==> config.mk <==
export PLATFORM = sky130hd
export DESIGN_NAME = ascii_decimal_frame_receiver
export DESIGN_NICKNAME = d
export VERILOG_FILES = /design/src/rtl/core/adfr_pkg.sv /design/src/rtl/core/adfr_front.sv /design/src/rtl/core/adfr_queue.sv /design/src/rtl/core/adfr_back.sv /design/src/rtl/core/ascii_decimal_frame_receiver.sv
export VERILOG_INCLUDE_DIRS = /design/src /design/src/rtl/core
export SDC_FILE = /design/constraint.sdc
export NUM_CORES = 1
export LEC_CHECK = 0
export BUFFER_PORTS_ARGS = -buffer_cell sky130_fd_sc_hd__buf_2
export CAP_MARGIN = 10
export CORE_ASPECT_RATIO = 0.9
export CORE_UTILIZATION = 65
export CTS_BUF_LIST = sky130_fd_sc_hd__clkbuf_2 sky130_fd_sc_hd__clkbuf_4 sky130_fd_sc_hd__clkbuf_8
export DETAILED_ROUTE_END_ITERATION = 6
export GPL_ROUTABILITY_DRIVEN = 0
export PLACE_DENSITY = 0.85
export SETUP_SLACK_MARGIN = 0.15
export SLEW_MARGIN = 20
export SYNTH_ARGS = -nofsm -noshare
export SYNTH_HDL_FRONTEND = slang
export SYNTH_SLANG_ARGS = --single-unit
export TNS_END_PERCENT = 5
==> constraint.sdc <==
create_clock -name clk -period 27.7 [get_ports clk]
set_input_delay 4.155 -clock clk [delete_from_list [all_inputs] [get_ports clk]]
set_output_delay 4.155 -clock clk [all_outputs]
set_load 0.03 [all_outputs]
==> src/rtl/core/ascii_decimal_frame_receiver_macros.svh <==
// Assertion macros used by the receiver's top level.
`ifndef ASCII_DECIMAL_FRAME_RECEIVER_MACROS_SVH
`define ASCII_DECIMAL_FRAME_RECEIVER_MACROS_SVH

// A condition that must hold at every clock edge out of reset.
`define ADFR_ASSERT_ALWAYS(lbl, expr, msg) \
	lbl: assert property (@(posedge clk) disable iff (!arst_n) (expr)) else $error(msg);

// An implication checked at every clock edge out of reset.
`define ADFR_ASSERT_IMPLY(lbl, ante, cons, msg) \
	lbl: assert property (@(posedge clk) disable iff (!arst_n) (ante) |-> (cons)) \
		else $error(msg);

`endif

==> src/rtl/core/adfr_pkg.sv <==
// Types and constants of the ASCII decimal frame receiver.
package adfr_pkg;

	localparam int STORE_DEPTH = 8;
	localparam int IDX_W       = $clog2(STORE_DEPTH);
	localparam int QUEUE_DEPTH = 4;

	localparam logic [7:0] CH_NUL   = 8'h00;
	localparam logic [7:0] CH_NL    = 8'h0A;
	localparam logic [7:0] CH_TAB   = 8'h09;
	localparam logic [7:0] CH_VT    = 8'h0B;
	localparam logic [7:0] CH_FF    = 8'h0C;
	localparam logic [7:0] CH_CR    = 8'h0D;
	localparam logic [7:0] CH_SPACE = 8'h20;
	localparam logic [7:0] CH_PLUS  = 8'h2B;
	localparam logic [7:0] CH_MINUS = 8'h2D;
	localparam logic [7:0] CH_ZERO  = 8'h30;
	localparam logic [7:0] CH_NINE  = 8'h39;

	localparam logic [7:0] MIN_ID_RESET = 8'd10;

	typedef enum logic [2:0] {
		EV_DIGIT,
		EV_SPACE,
		EV_PLUS,
		EV_MINUS,
		EV_OTHER,
		EV_END_FIELD,
		EV_END_FRAME
	} ev_kind_t;

	typedef struct packed {
		ev_kind_t   kind;
		logic [3:0] digit;
	} event_t;

	typedef enum logic [1:0] {
		PH_ID,
		PH_LENGTH,
		PH_DATA,
		PH_CHECKSUM
	} phase_t;

	typedef enum logic [1:0] {
		SC_LEADING,
		SC_SIGN,
		SC_DIGITS,
		SC_ENDED
	} scan_t;

	typedef enum logic [1:0] {
		ST_VALID,
		ST_CHECKSUM,
		ST_ID_LOW,
		ST_LENGTH
	} status_t;

	typedef struct packed {
		logic full;
		logic empty;
	} queue_status_t;

	typedef struct packed {
		logic pop_frame;
	} back_status_t;

endpackage

==> src/rtl/core/adfr_front.sv <==
// Input stage: accepts received bytes and classifies each into a parser event.
module adfr_front
	import adfr_pkg::*;
(
	input  logic       clk,
	input  logic       arst_n,
	input  logic       in_valid,
	output logic       in_stall,
	input  logic [7:0] rx_byte,
	output logic       ev_valid,
	output event_t     ev,
	input  logic       ev_ready
);

	logic   valid_s1;
	event_t ev_s1;
	event_t ev_class;
	logic   take;

	assign in_stall = valid_s1 && !ev_ready;
	assign take     = in_valid && !in_stall;
	assign ev_valid = valid_s1;
	assign ev       = ev_s1;

	always_comb begin
		ev_class.digit = rx_byte[3:0];
		unique case (rx_byte) inside
			CH_NUL: ev_class.kind = EV_END_FIELD;
			CH_NL: ev_class.kind = EV_END_FRAME;
			CH_SPACE, CH_TAB, CH_VT, CH_FF, CH_CR: ev_class.kind = EV_SPACE;
			CH_PLUS: ev_class.kind = EV_PLUS;
			CH_MINUS: ev_class.kind = EV_MINUS;
			[CH_ZERO:CH_NINE]: ev_class.kind = EV_DIGIT;
			default: ev_class.kind = EV_OTHER;
		endcase
	end

	always_ff @(posedge clk or negedge arst_n) begin
		if (!arst_n) begin
			valid_s1 <= 1'b0;
		end else if (take) begin
			valid_s1 <= 1'b1;
		end else if (ev_ready) begin
			valid_s1 <= 1'b0;
		end
	end

	always_ff @(posedge clk) begin
		if (take) begin
			ev_s1 <= ev_class;
		end
	end

endmodule

==> src/rtl/core/adfr_queue.sv <==
// Short event queue between the classifying front and the parsing back.
module adfr_queue
	import adfr_pkg::*;
(
	input  logic          clk,
	input  logic          arst_n,
	input  logic          push,
	input  event_t        push_data,
	input  logic          pop,
	output event_t        pop_data,
	output queue_status_t status
);

	localparam int PTR_W = $clog2(QUEUE_DEPTH);
	localparam int CNT_W = $clog2(QUEUE_DEPTH + 1);

	event_t             mem_q [QUEUE_DEPTH];
	logic [PTR_W-1:0]   wr_ptr_q;
	logic [PTR_W-1:0]   rd_ptr_q;
	logic [CNT_W-1:0]   count_q;
	logic               do_push;
	logic               do_pop;

	assign status.full  = (count_q == CNT_W'(QUEUE_DEPTH));
	assign status.empty = (count_q == '0);
	assign do_push      = push && !status.full;
	assign do_pop       = pop && !status.empty;
	assign pop_data     = mem_q[rd_ptr_q];

	always_ff @(posedge clk or negedge arst_n) begin
		if (!arst_n) begin
			wr_ptr_q <= '0;
			rd_ptr_q <= '0;
			count_q  <= '0;
		end else begin
			if (do_push) begin
				wr_ptr_q <= wr_ptr_q + PTR_W'(1);
			end
			if (do_pop) begin
				rd_ptr_q <= rd_ptr_q + PTR_W'(1);
			end
			if (do_push && !do_pop) begin
				count_q <= count_q + CNT_W'(1);
			end else if (do_pop && !do_push) begin
				count_q <= count_q - CNT_W'(1);
			end
		end
	end

	always_ff @(posedge clk) begin
		if (do_push) begin
			mem_q[wr_ptr_q] <= push_data;
		end
	end

endmodule

==> src/rtl/core/adfr_back.sv <==
// Parser back end: field bookkeeping, data store, frame check and result register.
module adfr_back
	import adfr_pkg::*;
#(
	parameter int MAX_DATA_BYTES = 8
) (
	input  logic         clk,
	input  logic         arst_n,
	input  logic         ev_valid,
	input  event_t       ev,
	output logic         ev_pop,
	input  logic [7:0]   min_valid_id,
	output logic         out_valid,
	input  logic         out_stall,
	output logic [1:0]   frame_status,
	output logic [7:0]   frame_id,
	output logic [7:0]   frame_length,
	output logic [7:0]   data_byte [STORE_DEPTH],
	output back_status_t status
);

	localparam logic [7:0] MAX_LEN = 8'(MAX_DATA_BYTES);

	phase_t      phase_q;
	scan_t       scan_q;
	logic        neg_q;
	logic [15:0] acc_q;
	logic [7:0]  id_q;
	logic [7:0]  len_q;
	logic [3:0]  count_q;
	logic [7:0]  store_q [STORE_DEPTH];
	logic [15:0] cks_q;

	logic        out_valid_q;
	status_t     out_status_q;
	logic [7:0]  out_id_q;
	logic [7:0]  out_len_q;
	logic [7:0]  out_data_q [STORE_DEPTH];

	logic        out_free;
	logic        pop_frame;
	logic [15:0] acc_next;
	logic [15:0] field_val;
	logic [7:0]  limit;
	logic        store_slot;
	logic [11:0] sum;
	status_t     check;

	assign out_free  = !out_valid_q || !out_stall;
	assign ev_pop    = ev_valid && ((ev.kind != EV_END_FRAME) || out_free);
	assign pop_frame = ev_pop && (ev.kind == EV_END_FRAME);
	assign status.pop_frame = pop_frame;

	assign acc_next   = {acc_q[12:0], 3'b000} + {acc_q[14:0], 1'b0} + {12'b0, ev.digit};
	assign field_val  = neg_q ? (~acc_q + 16'd1) : acc_q;
	assign limit      = (len_q < MAX_LEN) ? len_q : MAX_LEN;
	assign store_slot = ({4'b0, count_q} < limit) && (count_q < 4'(STORE_DEPTH));

	always_comb begin
		sum = {4'b0, id_q} + {4'b0, len_q};
		for (int i = 0; i < STORE_DEPTH; i++) begin
			if (8'(i) < len_q) begin
				sum = sum + {4'b0, store_q[i]};
			end
		end
		if (len_q > MAX_LEN) begin
			check = ST_LENGTH;
		end else if ({4'b0, sum} != cks_q) begin
			check = ST_CHECKSUM;
		end else if (id_q < min_valid_id) begin
			check = ST_ID_LOW;
		end else begin
			check = ST_VALID;
		end
	end

	always_ff @(posedge clk or negedge arst_n) begin
		if (!arst_n) begin
			phase_q <= PH_ID;
			scan_q  <= SC_LEADING;
			neg_q   <= 1'b0;
			acc_q   <= '0;
			id_q    <= '0;
			len_q   <= '0;
			count_q <= '0;
			cks_q   <= '0;
			for (int i = 0; i < STORE_DEPTH; i++) begin
				store_q[i] <= '0;
			end
		end else if (ev_pop) begin
			unique case (ev.kind)
				EV_END_FRAME: begin
					phase_q <= PH_ID;
					count_q <= '0;
					scan_q  <= SC_LEADING;
					neg_q   <= 1'b0;
					acc_q   <= '0;
				end
				EV_END_FIELD: begin
					scan_q <= SC_LEADING;
					neg_q  <= 1'b0;
					acc_q  <= '0;
					unique case (phase_q)
						PH_ID: begin
							id_q    <= field_val[7:0];
							phase_q <= PH_LENGTH;
						end
						PH_LENGTH: begin
							len_q   <= field_val[7:0];
							phase_q <= PH_DATA;
						end
						PH_DATA: begin
							if (store_slot) begin
								store_q[count_q[IDX_W-1:0]] <= field_val[7:0];
								count_q <= count_q + 4'd1;
							end else begin
								cks_q   <= field_val;
								phase_q <= PH_CHECKSUM;
							end
						end
						PH_CHECKSUM: begin
							cks_q <= field_val;
						end
						default: begin
							phase_q <= PH_ID;
						end
					endcase
				end
				default: begin
					if (scan_q != SC_ENDED) begin
						unique case (ev.kind)
							EV_DIGIT: begin
								acc_q  <= acc_next;
								scan_q <= SC_DIGITS;
							end
							EV_SPACE: begin
								if (scan_q != SC_LEADING) begin
									scan_q <= SC_ENDED;
								end
							end
							EV_PLUS, EV_MINUS: begin
								if (scan_q == SC_LEADING) begin
									neg_q  <= (ev.kind == EV_MINUS);
									scan_q <= SC_SIGN;
								end else begin
									scan_q <= SC_ENDED;
								end
							end
							default: begin
								scan_q <= SC_ENDED;
							end
						endcase
					end
				end
			endcase
		end
	end

	always_ff @(posedge clk or negedge arst_n) begin
		if (!arst_n) begin
			out_valid_q <= 1'b0;
		end else if (pop_frame) begin
			out_valid_q <= 1'b1;
		end else if (!out_stall) begin
			out_valid_q <= 1'b0;
		end
	end

	always_ff @(posedge clk) begin
		if (pop_frame) begin
			out_status_q <= check;
			out_id_q     <= id_q;
			out_len_q    <= len_q;
			for (int i = 0; i < STORE_DEPTH; i++) begin
				out_data_q[i] <= (i < MAX_DATA_BYTES) ? store_q[i] : 8'd0;
			end
		end
	end

	assign out_valid    = out_valid_q;
	assign frame_status = out_status_q;
	assign frame_id     = out_id_q;
	assign frame_length = out_len_q;
	assign data_byte    = out_data_q;

endmodule

==> src/rtl/core/ascii_decimal_frame_receiver.sv <==
// Top level of the ASCII decimal frame receiver.
// Throughput: one byte transaction per cycle while in_stall is low; the parser updates once per event.
// Result path: a newline transaction passes the classify register, a queue slot, then the parser's
// result register; it waits longer while the queue backs up or a held result stalls the frame end.
// Reset: all parser state and the data store clear at once, min_valid_id returns to 10.
`include "ascii_decimal_frame_receiver_macros.svh"

module ascii_decimal_frame_receiver
	import adfr_pkg::*;
#(
	parameter int MAX_DATA_BYTES = 8
) (
	input  logic       clk,
	input  logic       arst_n,
	input  logic       cfg_valid,
	output logic       cfg_ready,
	input  logic [7:0] cfg_data,
	input  logic       in_valid,
	output logic       in_stall,
	input  logic [7:0] rx_byte,
	output logic       out_valid,
	input  logic       out_stall,
	output logic [1:0] frame_status,
	output logic [7:0] frame_id,
	output logic [7:0] frame_length,
	output logic [7:0] data_byte_0,
	output logic [7:0] data_byte_1,
	output logic [7:0] data_byte_2,
	output logic [7:0] data_byte_3,
	output logic [7:0] data_byte_4,
	output logic [7:0] data_byte_5,
	output logic [7:0] data_byte_6,
	output logic [7:0] data_byte_7
);

	logic [7:0]    min_valid_id_q;
	logic          front_valid;
	event_t        front_ev;
	event_t        queue_ev;
	queue_status_t q_st;
	logic          back_pop;
	back_status_t  back_st;
	logic [7:0]    data_byte [STORE_DEPTH];

	assign cfg_ready = 1'b1;

	always_ff @(posedge clk or negedge arst_n) begin
		if (!arst_n) begin
			min_valid_id_q <= MIN_ID_RESET;
		end else if (cfg_valid && cfg_ready) begin
			min_valid_id_q <= cfg_data;
		end
	end

	adfr_front u_front (
		.clk      (clk),
		.arst_n   (arst_n),
		.in_valid (in_valid),
		.in_stall (in_stall),
		.rx_byte  (rx_byte),
		.ev_valid (front_valid),
		.ev       (front_ev),
		.ev_ready (!q_st.full)
	);

	adfr_queue u_queue (
		.clk       (clk),
		.arst_n    (arst_n),
		.push      (front_valid),
		.push_data (front_ev),
		.pop       (back_pop),
		.pop_data  (queue_ev),
		.status    (q_st)
	);

	adfr_back #(
		.MAX_DATA_BYTES (MAX_DATA_BYTES)
	) u_back (
		.clk          (clk),
		.arst_n       (arst_n),
		.ev_valid     (!q_st.empty),
		.ev           (queue_ev),
		.ev_pop       (back_pop),
		.min_valid_id (min_valid_id_q),
		.out_valid    (out_valid),
		.out_stall    (out_stall),
		.frame_status (frame_status),
		.frame_id     (frame_id),
		.frame_length (frame_length),
		.data_byte    (data_byte),
		.status       (back_st)
	);

	assign data_byte_0 = data_byte[0];
	assign data_byte_1 = data_byte[1];
	assign data_byte_2 = data_byte[2];
	assign data_byte_3 = data_byte[3];
	assign data_byte_4 = data_byte[4];
	assign data_byte_5 = data_byte[5];
	assign data_byte_6 = data_byte[6];
	assign data_byte_7 = data_byte[7];

	`ADFR_ASSERT_ALWAYS(a_queue_flags, !(q_st.full && q_st.empty), "queue full and empty at once")
	`ADFR_ASSERT_IMPLY(a_stall_cause, in_stall, q_st.full, "input stalled with room in the queue")
	`ADFR_ASSERT_IMPLY(a_result_source, $rose(out_valid), $past(back_st.pop_frame), "result without a frame end")

endmodule
**Word level (Yosys, flattened, before mapping)**

Memories as Yosys holds them, arrays and structs flattened.
Index checks and enable logic that the tools add are counted.

- Register bits after elaboration: 227
- Memory bits (writable): 28
- Bits of input ports: 21
- Output and inout bits: 85
- Memories kept: 1

Memories:

| memory | words | bits a word | rd ports | clocked after Yosys merged registers in | wr ports | RTL line | RTL |
|---|---|---|---|---|---|---|---|
| u_queue.mem_q | 4 | 7 | 1 | 0 | 1 | adfr_queue.sv:17 | `event_t mem_q [QUEUE_DEPTH];` |

- Add/sub/neg operators: 17
- $lt $le $gt $ge: 17
- Equality and inequality tests: 28
- Multiplexer cells: 44
- Bitwise logic cells: 2
- Reduce and logical (&&, ||, !) cells: 46

Operator list:

| operator | number |
|---|---|
| 12-bit by 8-bit adder with 12-bit output | 8 |
| 12-bit 2-to-1 mux | 8 |
| 16-bit 2-to-1 mux | 5 |
| 64-bit bitwise mux | 1 |
| 8-bit by 4-bit == test with 1-bit output (second input constant) | 5 |
| 3-bit by 8-bit less-than comparator with 1-bit output (first input constant) | 4 |
| 16-bit one-hot mux with 2 select lines | 1 |
| 8-bit demux with 3-bit select | 1 |
| 8-bit by 6-bit == test with 1-bit output (second input constant) | 3 |
| 4-bit AND reduction | 5 |
| 3-bit one-hot mux with 6 select lines | 1 |
| 16-bit by 1-bit adder with 16-bit output (second input constant) | 1 |
| 16-bit adder | 1 |
| 16-bit by 4-bit adder with 16-bit output | 1 |
| 1-bit by 8-bit less-than comparator with 1-bit output (first input constant) | 2 |
| 2-bit by 8-bit less-than comparator with 1-bit output (first input constant) | 2 |
| 8-bit 2-to-1 mux | 2 |
| 12-bit by 16-bit inequality test with 1-bit output | 1 |
| 16-bit inverter | 1 |
| 2-bit nonzero test | 8 |
| 2-bit 2-to-1 mux | 7 |
| 2-bit one-hot mux with 3 select lines | 2 |
| 3-bit AND reduction | 4 |
| 1-bit logical AND | 11 |
| 37 further kinds | 69 |

**Logic depth before layout (Yosys ltp)**

Gate-level depths: netlist of the first run.

- Word-level depth: 19
- Mapped depth: 55
- Mapped depth without buffers: 53

**Hierarchy**

From an unflattened synthesis of the first run, not the netlist that was laid out.

- Cell total of the unflattened synthesis: 1544
- Area, all modules: 15595.0 µm²

Modules (own cells, without submodules):

| module | times used | cells each | area an instance (µm²) |
|---|---|---|---|
| adfr_back | 1 | 1416 | 13394.1 |
| adfr_queue | 1 | 73 | 1445.1 |
| adfr_front | 1 | 34 | 402.9 |
| ascii_decimal_frame_receiver | 1 | 21 | 352.8 |

**Least setup slack after synthesis of the first run**

OpenSTA, ideal clock, no wires.

- Path kind: register -> register
- Start point: reg u_back.len_q[1]
- End point: reg u_back.out_status_q[1] (netlist: u_back.frame_status[1]), data pin
- Setup time: 0.255 ns
- Arrival time: 9.592 ns
- Slack: 17.853 ns
- Cell stages (with the launch flop): 50
- Cells stage by stage: dfrtp_1 -> buf_2 -> clkbuf_1 -> inv_1 -> fa_1 -> fa_1 -> mux2i_1 -> inv_1 -> fa_1 -> nand2_1 -> o21ai_0 -> inv_1 -> ha_1 -> a21o_1 -> a21oi_1 -> xor2_1 -> nor2_1 -> a21o_1 -> [... 14 more ...] -> or3b_2 -> nand3_1 -> o21a_1 -> nand2_1 -> ha_1 -> a21oi_1 -> xnor2_1 -> mux2_2 -> ha_1 -> nand2_1 -> a21oi_1 -> a41o_1 -> and3_1 -> a21boi_0 -> nor4b_1 -> a311oi_1 -> xnor2_1 -> a31o_1

- Word-level cells in the longest chain between the ends: 19
- Elaborated cells on any way between the ends: 28
- Classes of those cells: 9 x add/sub; 9 x order compare; 1 x eq/ne; 9 x mux

RTL lines:

| item | RTL line | RTL |
|---|---|---|
| from (decl) | adfr_back.sv:29 | `logic [7:0] len_q;` |
| from (signal assigned) | adfr_back.sv:109 | `len_q <= field_val[7:0];` |
| 8-bit by 8-bit adder with 9-bit output | adfr_back.sv:60 | `sum = {4'b0, id_q} + {4'b0, len_q};` |
| 12-bit by 8-bit adder with 12-bit output | adfr_back.sv:63 | `sum = sum + {4'b0, store_q[i]};` |
| 12-bit 2-to-1 mux | adfr_back.sv:62 | `if (8'(i) < len_q) begin` |
| 12-bit by 8-bit adder with 12-bit output | adfr_back.sv:63 |  |
| 12-bit 2-to-1 mux | adfr_back.sv:62 |  |
| 12-bit by 8-bit adder with 12-bit output | adfr_back.sv:63 |  |
| 12-bit 2-to-1 mux | adfr_back.sv:62 |  |
| 12-bit by 8-bit adder with 12-bit output | adfr_back.sv:63 |  |
| [... 3 more ...] | n/a |  |
| 12-bit by 8-bit adder with 12-bit output | adfr_back.sv:63 |  |
| 12-bit 2-to-1 mux | adfr_back.sv:62 |  |
| 12-bit by 8-bit adder with 12-bit output | adfr_back.sv:63 |  |
| 12-bit 2-to-1 mux | adfr_back.sv:62 |  |
| 12-bit by 8-bit adder with 12-bit output | adfr_back.sv:63 |  |
| 12-bit 2-to-1 mux | adfr_back.sv:62 |  |
| 12-bit by 16-bit inequality test with 1-bit output | adfr_back.sv:68 | `end else if ({4'b0, sum} != cks_q) begin` |
| 2-bit 2-to-1 mux | adfr_back.sv:68 |  |
| to (signal assigned) | adfr_back.sv:171 | `out_status_q <= check;` |
| to (decl) | adfr_back.sv:35 | `status_t out_status_q;` |

Several ways; a longest one is shown, not always the timed one.
A chain may end at the register's enable or synchronous reset.

**Worst setup path after layout of the first run**

- Start point: reg u_back.len_q[7]
- End point: reg u_back.out_status_q[1] (netlist: u_back.frame_status[1]), data pin

The elaborated chain is that of the path after synthesis.

==> out/results.ini, run 1 <==
[timing]
setup_viol=0
tightest_slew_ns=1.15
fin_crit_sh_pct=41.1
layout_min_cycle_time_ns=11.39
hold_viol_final=0
fin_setup_tns_ns=0
slew_headroom_pct=23.4
drv_slew=0
rsz0062_at_grt=false
fmax_mhz=87.8
clock_skew_ns=0.0205

[synth]
netlist_area_um2=15500
ys_seq_area_share_pct=45.0
synthesis.nets=1703
synth_top_area_share_pct=22.7
synth_common_cells=nand2_1 (166), nor2_1 (146), a21oi_1 (136), dfrtp_1 (136), ha_1 (128)
synth-seq-cells=255
yosysWarnings=0
synth.area.top_cells=edfxtp_1 (23%), dfrtp_1 (22%), ha_1 (10%), a21oi_1 (4.4%), o21ai_0 (4.1%)
yosysTopAreaCell=edfxtp_1
ys_types=85
synth_edf_count=117
synth_top_flop_cell=dfrtp_1
synth_most_common_cell=nand2_1
postSynthCellCount=1542
synthArstFlopShare_pct=54.1
avgSynthCellArea_um2=10.0

[critical_path]
ff2ff_path_depth=48
required_ns=28.03
slowest_stage=nor2_1
path_buf_inv=2
r2r_slack_ns=16.31
cp_max_fo=11
cp_num_cells=48
cp-end-kind=flip-flop
cpLargestDelayFamily=simple AND/OR/NAND/NOR gates
worst_path_largest_cell_delay_ns=0.77
r2r_start=u_back.len_q[7]$_DFFE_PN0P_
cp.arrival_ns=11.72
r2r_end=u_back.frame_status[1]$_SDFFCE_PP1P_
start_kind=flip-flop
crit_start=u_back.len_q[7]$_DFFE_PN0P_
crit_type=flip-flop to flip-flop
cp_common_cell=nand2_1

[detailed_routing]
vias=12408
vias_per_cell=6.26
ant_nets=0
wl_mm=37.8
first_pass_iters=7
drc=2
wire_per_inst_um=19.1
drtIter0Drc=1251

[clock_network]
tritoncts=built
cts-root-buf=clkbuf_8
htreeDepth=2
cts_buffers=41
post_cts_resized=0
cts.sinks=255
clk-insertion-delay-late_ns=0.57
cts_hold_buf=0
clk_path_buf_depth=3
postCtsSetupRepairBufs=0
path_clk_slew_ns=0.06

[grt]
grt_pass1_wl_mm=61.1
antenna_found_initial=1
grt_max_degree=72
grt_use_total_pct=32.0
grt_pass1_vias=12062
grt-ovfl-total=0

[status]
outcome=finished with violations
violations=design-rule violations

[die]
start_util_pct=66.3
core_area_um2=23300
num_rows=53
die_x_um=165
die_area_um2=24400
die_y_um=148
ios=106

[worst_hold_path]
min_to=u_back.data_byte[61]$_DFFE_PP_
hold_path_class=flip-flop to flip-flop
hold_start=u_back.store_q[61]$_DFFE_PN0P_
min_path_cells=0

[cells_and_area]
multi_input_area_um2=8080
final_layout_size_suffix_gt1_share_pct=15.0
antennaDiodeCount=0
syn_to_final_growth_pct=11.3
final_nets=1809
fillCellCount=1608
regArea_um2=6970

[job]
drv_cap=0

[place]
numPortBuffers=104
dp_hpwl_mm=27.1

per-layer routing:
layer / GRT usage [%] / up-vias / share of wire [%]
met5: 0 / - / 0
met3: 5.33 / 140 / 8.4
met1: 43.8 / 5957 / 41
li1: - / 5727 / -
met4: 15.5 / 0 / 4.4
met2: 49.9 / 584 / 46
state kept, by name (all words and copies together), names as in the netlist, 7 cells and up:
| name | flops |
|---|---|
| u_back.cks_q | 16 |
| u_front.ev | 7 |
| u_back.acc_q | 16 |
| u_back.store_q | 64 |
| u_back.data_byte | 64 |
| u_queue.mem_q | 28 |
| u_back.frame_length | 8 |
| min_valid_id_q | 8 |
| u_back.len_q | 8 |
| u_back.id_q | 8 |
| u_back.frame_id | 8 |
worst max path at each step:
stage	to	slack (ns)
2_1_floorplan	u_back.frame_status[1]$_SDFFCE_PP1P_	17.85
3_3_place_gp	u_back.frame_status[1]$_SDFFCE_PP1P_	16.87
3_5_place_dp	u_back.frame_status[1]$_SDFFCE_PP1P_	16.62
4_1_cts	u_back.frame_status[1]$_SDFFCE_PP1P_	16.57
5_1_grt	u_back.frame_status[1]$_SDFFCE_PP1P_	15.57
6_report	u_back.frame_status[1]$_SDFFCE_PP1P_	16.31
layout make-up:
type                    count  area share (%)
repair buffers            113            3.45
inverters                  80            1.75
multi-input cells        1157            46.9
clock inverters            12           0.792
clock buffers              62            4.41
well taps                 302            2.19
flip-flops and latches    255            40.5
through the flow:
stage	hold slack [ns]	util, %	instances	cell area [µm²]	setup WS [ns]
after global routing	0.500	73.8	1981	17200	15.57
after CTS	0.482	73.7	1981	17200	16.57
after global placement	0.470	69.8	1907	16300	16.87
after detailed placement	0.468	69.9	1907	16300	16.62
final	0.485	73.8	1981	17200	16.31
after floorplan	0.448	-	1542	15500	17.85
cells by family (layout without fill, tap and decap cells):
| kind of cell | count (synthesis) | after routing | synth area share, % |
|---|---|---|---|
| flip-flops | 255 | 255 | 45.0 |
| other | 1 | 1 | 0.0242 |
| buffers and inverters | 130 | 267 | 3.22 |
| adder cells (fa/ha/maj) | 141 | 141 | 12.0 |
| multiplexers | 43 | 43 | 3.69 |
| XOR/XNOR | 106 | 106 | 6.67 |
| AO/OA/AOI/OAI | 403 | 403 | 15.7 |
| AND/OR/NAND/NOR | 463 | 463 | 13.7 |
layout by cell type, fill, tap and decap left out, types with 8 or more instances in the layout:
| master | Yosys | routed |
|---|---|---|
| a211oi_1 | 14 | 14 |
| a21boi_0 | 8 | 8 |
| a21o_1 | 22 | 22 |
| a21oi_1 | 136 | 136 |
| a31oi_1 | 10 | 10 |
| and2_1 | 10 | 10 |
| buf_2 | 5 | 103 |
| buf_4 | 1 | 9 |
| clkbuf_4 | 0 | 15 |
| clkbuf_8 | 0 | 47 |
| dfrtp_1 | 136 | 136 |
| edfxtp_1 | 117 | 117 |
| fa_1 | 12 | 12 |
| ha_1 | 128 | 128 |
| inv_1 | 79 | 78 |
| mux2_2 | 18 | 18 |
| mux2i_1 | 15 | 14 |
| mux4_2 | 9 | 9 |
| nand2_1 | 166 | 166 |
| nand2b_1 | 16 | 16 |
| nand3_1 | 36 | 36 |
| nor2_1 | 146 | 145 |
| nor2b_1 | 17 | 17 |
| nor3_1 | 18 | 18 |
| nor4_1 | 8 | 8 |
| o211ai_1 | 10 | 10 |
| o21a_1 | 16 | 16 |
| o21ai_0 | 127 | 127 |
| o31ai_1 | 10 | 10 |
| xnor2_1 | 61 | 58 |
| xor2_1 | 38 | 35 |
Power of run 1 is left out: the tool's default activity adds up to more than one toggle a clock period on the data nets, which glitch-free logic cannot reach.
==> inputs of run 2 (changes only) <==
--- a/config.mk
+++ b/config.mk
@@ -9,11 +9,11 @@
 export BUFFER_PORTS_ARGS = -buffer_cell sky130_fd_sc_hd__buf_2
 export CAP_MARGIN = 10
 export CORE_ASPECT_RATIO = 0.9
-export CORE_UTILIZATION = 65
+export CORE_UTILIZATION = 57
 export CTS_BUF_LIST = sky130_fd_sc_hd__clkbuf_2 sky130_fd_sc_hd__clkbuf_4 sky130_fd_sc_hd__clkbuf_8
 export DETAILED_ROUTE_END_ITERATION = 6
 export GPL_ROUTABILITY_DRIVEN = 0
-export PLACE_DENSITY = 0.85
+export PLACE_DENSITY = 0.79
 export SETUP_SLACK_MARGIN = 0.15
 export SLEW_MARGIN = 20
 export SYNTH_ARGS = -nofsm -noshare
==> constraint.sdc (replaced) <==
create_clock -name clk -period 10.05 [get_ports clk]
set_input_delay 1.5075 -clock clk [delete_from_list [all_inputs] [get_ports clk]]
set_output_delay 1.5075 -clock clk [all_outputs]
set_load 0.03 [all_outputs]
==> out/results.ini, run 2 (synthesized netlist as in run 1, its figures left out) <==
[cells_and_area]
syn_to_final_growth_pct=19.7
mostFrequentLayoutCells=nand2_1 (159), nor2_1 (140), dfrtp_1 (136), a21oi_1 (118), edfxtp_1 (117)
final_nets=1882
fin_area_um2=18500
antennaDiodeCount=0
mostFrequentLayoutCell=nand2_1
final_layout_size_suffix_gt1_share_pct=24.5

[die]
die_x_um=176
num_rows=56
die_area_um2=27800
die_y_um=158
start_util_pct=58.7
core_area_um2=26300
ios=106

[timing]
rsz0062_at_grt=true
hold_viol_final=0
holdWs_ns=0.490
fin_crit_sh_pct=98.4
layout_min_cycle_time_ns=9.89
drv_slew=0
setup_viol=0
clock_skew_ns=0.0304
finalWorstSetupSlack_ns=0.163
fmax_mhz=101
tightest_slew_ns=1.13
slew_headroom_pct=24.4

[clock_network]
path_clk_slew_ns=0.07
cts_buffers=41
htreeDepth=2
clk_path_buf_depth=3
cts-root-buf=clkbuf_8
tritoncts=built
clk-insertion-delay-late_ns=0.56
cts.sinks=255

[worst_hold_path]
hold_path_class=flip-flop to flip-flop

[grt]
grt_pass1_wl_mm=60.3
grt_max_degree=80
grt_pass1_vias=11900
grt_use_total_pct=27.7
antenna_found_initial=0
grt-ovfl-total=0

[critical_path]
crit_type=flip-flop to flip-flop
cp.arrival_ns=10.19
cp_max_fo=5
required_ns=10.35
cpLargestDelayFamily=adder cells
cp-end-kind=flip-flop
r2r_slack_ns=0.16
cp_common_cell=fa_2
slowest_stage=fa_2
path_buf_inv=6
worst_path_largest_cell_delay_ns=0.56
start_kind=flip-flop

[detailed_routing]
vias=12752
wl_mm=40.5
wire_per_inst_um=19.3
drtIter0Drc=1144
drc=0
vias_per_cell=6.07
ant_nets=0
first_pass_iters=5

[status]
outcome=finished, final reports clean

[place]
placed_area_um2=16600
place_ws_ns=-0.203
dp_hpwl_mm=27.3
numPortBuffers=104

[job]
drv_cap=0

[run 2: cell type report]
cell class                 count  area (µm²)
multi-input combinational   1157        8750
fill                        1837        7830
sequential                   255        6970
timing repair buffer         186        1160
clock buffer                  61         752
tap                          348         435
inverter                      80         302
clock inverter                14         156
[run 2: path summary, 6_finish.rpt]
path                                               startpoint                                   end  cells after the start
min in group asynchronous                              arst_n        u_back.store_q[12]$_DFFE_PN0P_                      1
worst max register to register    u_back.len_q[0]$_DFFE_PN0P_  u_back.frame_status[1]$_SDFFCE_PP1P_                     50
max in group asynchronous                              arst_n          u_back.acc_q[13]$_DFFE_PN0P_                      2
worst max-delay path              u_back.len_q[0]$_DFFE_PN0P_  u_back.frame_status[1]$_SDFFCE_PP1P_                     50
worst min-delay path            u_back.store_q[2]$_DFFE_PN0P_         u_back.data_byte[2]$_DFFE_PP_                      0
worst min register to register  u_back.store_q[2]$_DFFE_PN0P_         u_back.data_byte[2]$_DFFE_PP_                      0
[run 2: stage by stage]
stage               TNS (ns)  util (%)  std cells
CTS                        0      67.1       2069
floorplan                  0         -       1542
finish                     0      70.3       2101
global route          -0.436      70.3       2101
global placement           0      62.9       1985
detailed placement    -0.348      62.9       1985
[run 2: worst register-to-register path: cells and delay by family, from the launching register on]
kind | cells | cell delay [ns]
AO/OA/AOI/OAI | 14 | 1.97
AND/OR/NAND/NOR | 12 | 1.28
flip-flops | 1 | 0.40
XOR/XNOR | 4 | 0.73
multiplexers | 4 | 0.98
adder cells (fa/ha/maj) | 10 | 3.77
buffers and inverters | 6 | 0.50
[run 2: layer usage]
metal | vias up | track usage, % | wire length [µm]
li1 | 5869 | - | -
met1 | 6166 | 36.8 | 16500
met2 | 598 | 46.2 | 19500
met3 | 119 | 4.27 | 3110
met4 | 0 | 10.1 | 1340
met5 | - | 0 | 0
[run 2: repair_timing]
action,CTS,global route
buffers inserted,9,32
hold endpoints to repair,0,0
setup endpoints to repair,2,2
pin swaps,16,77
gates resized for setup,29,127
hold buffers,0,0
Power of run 2 is left out for the same reason.
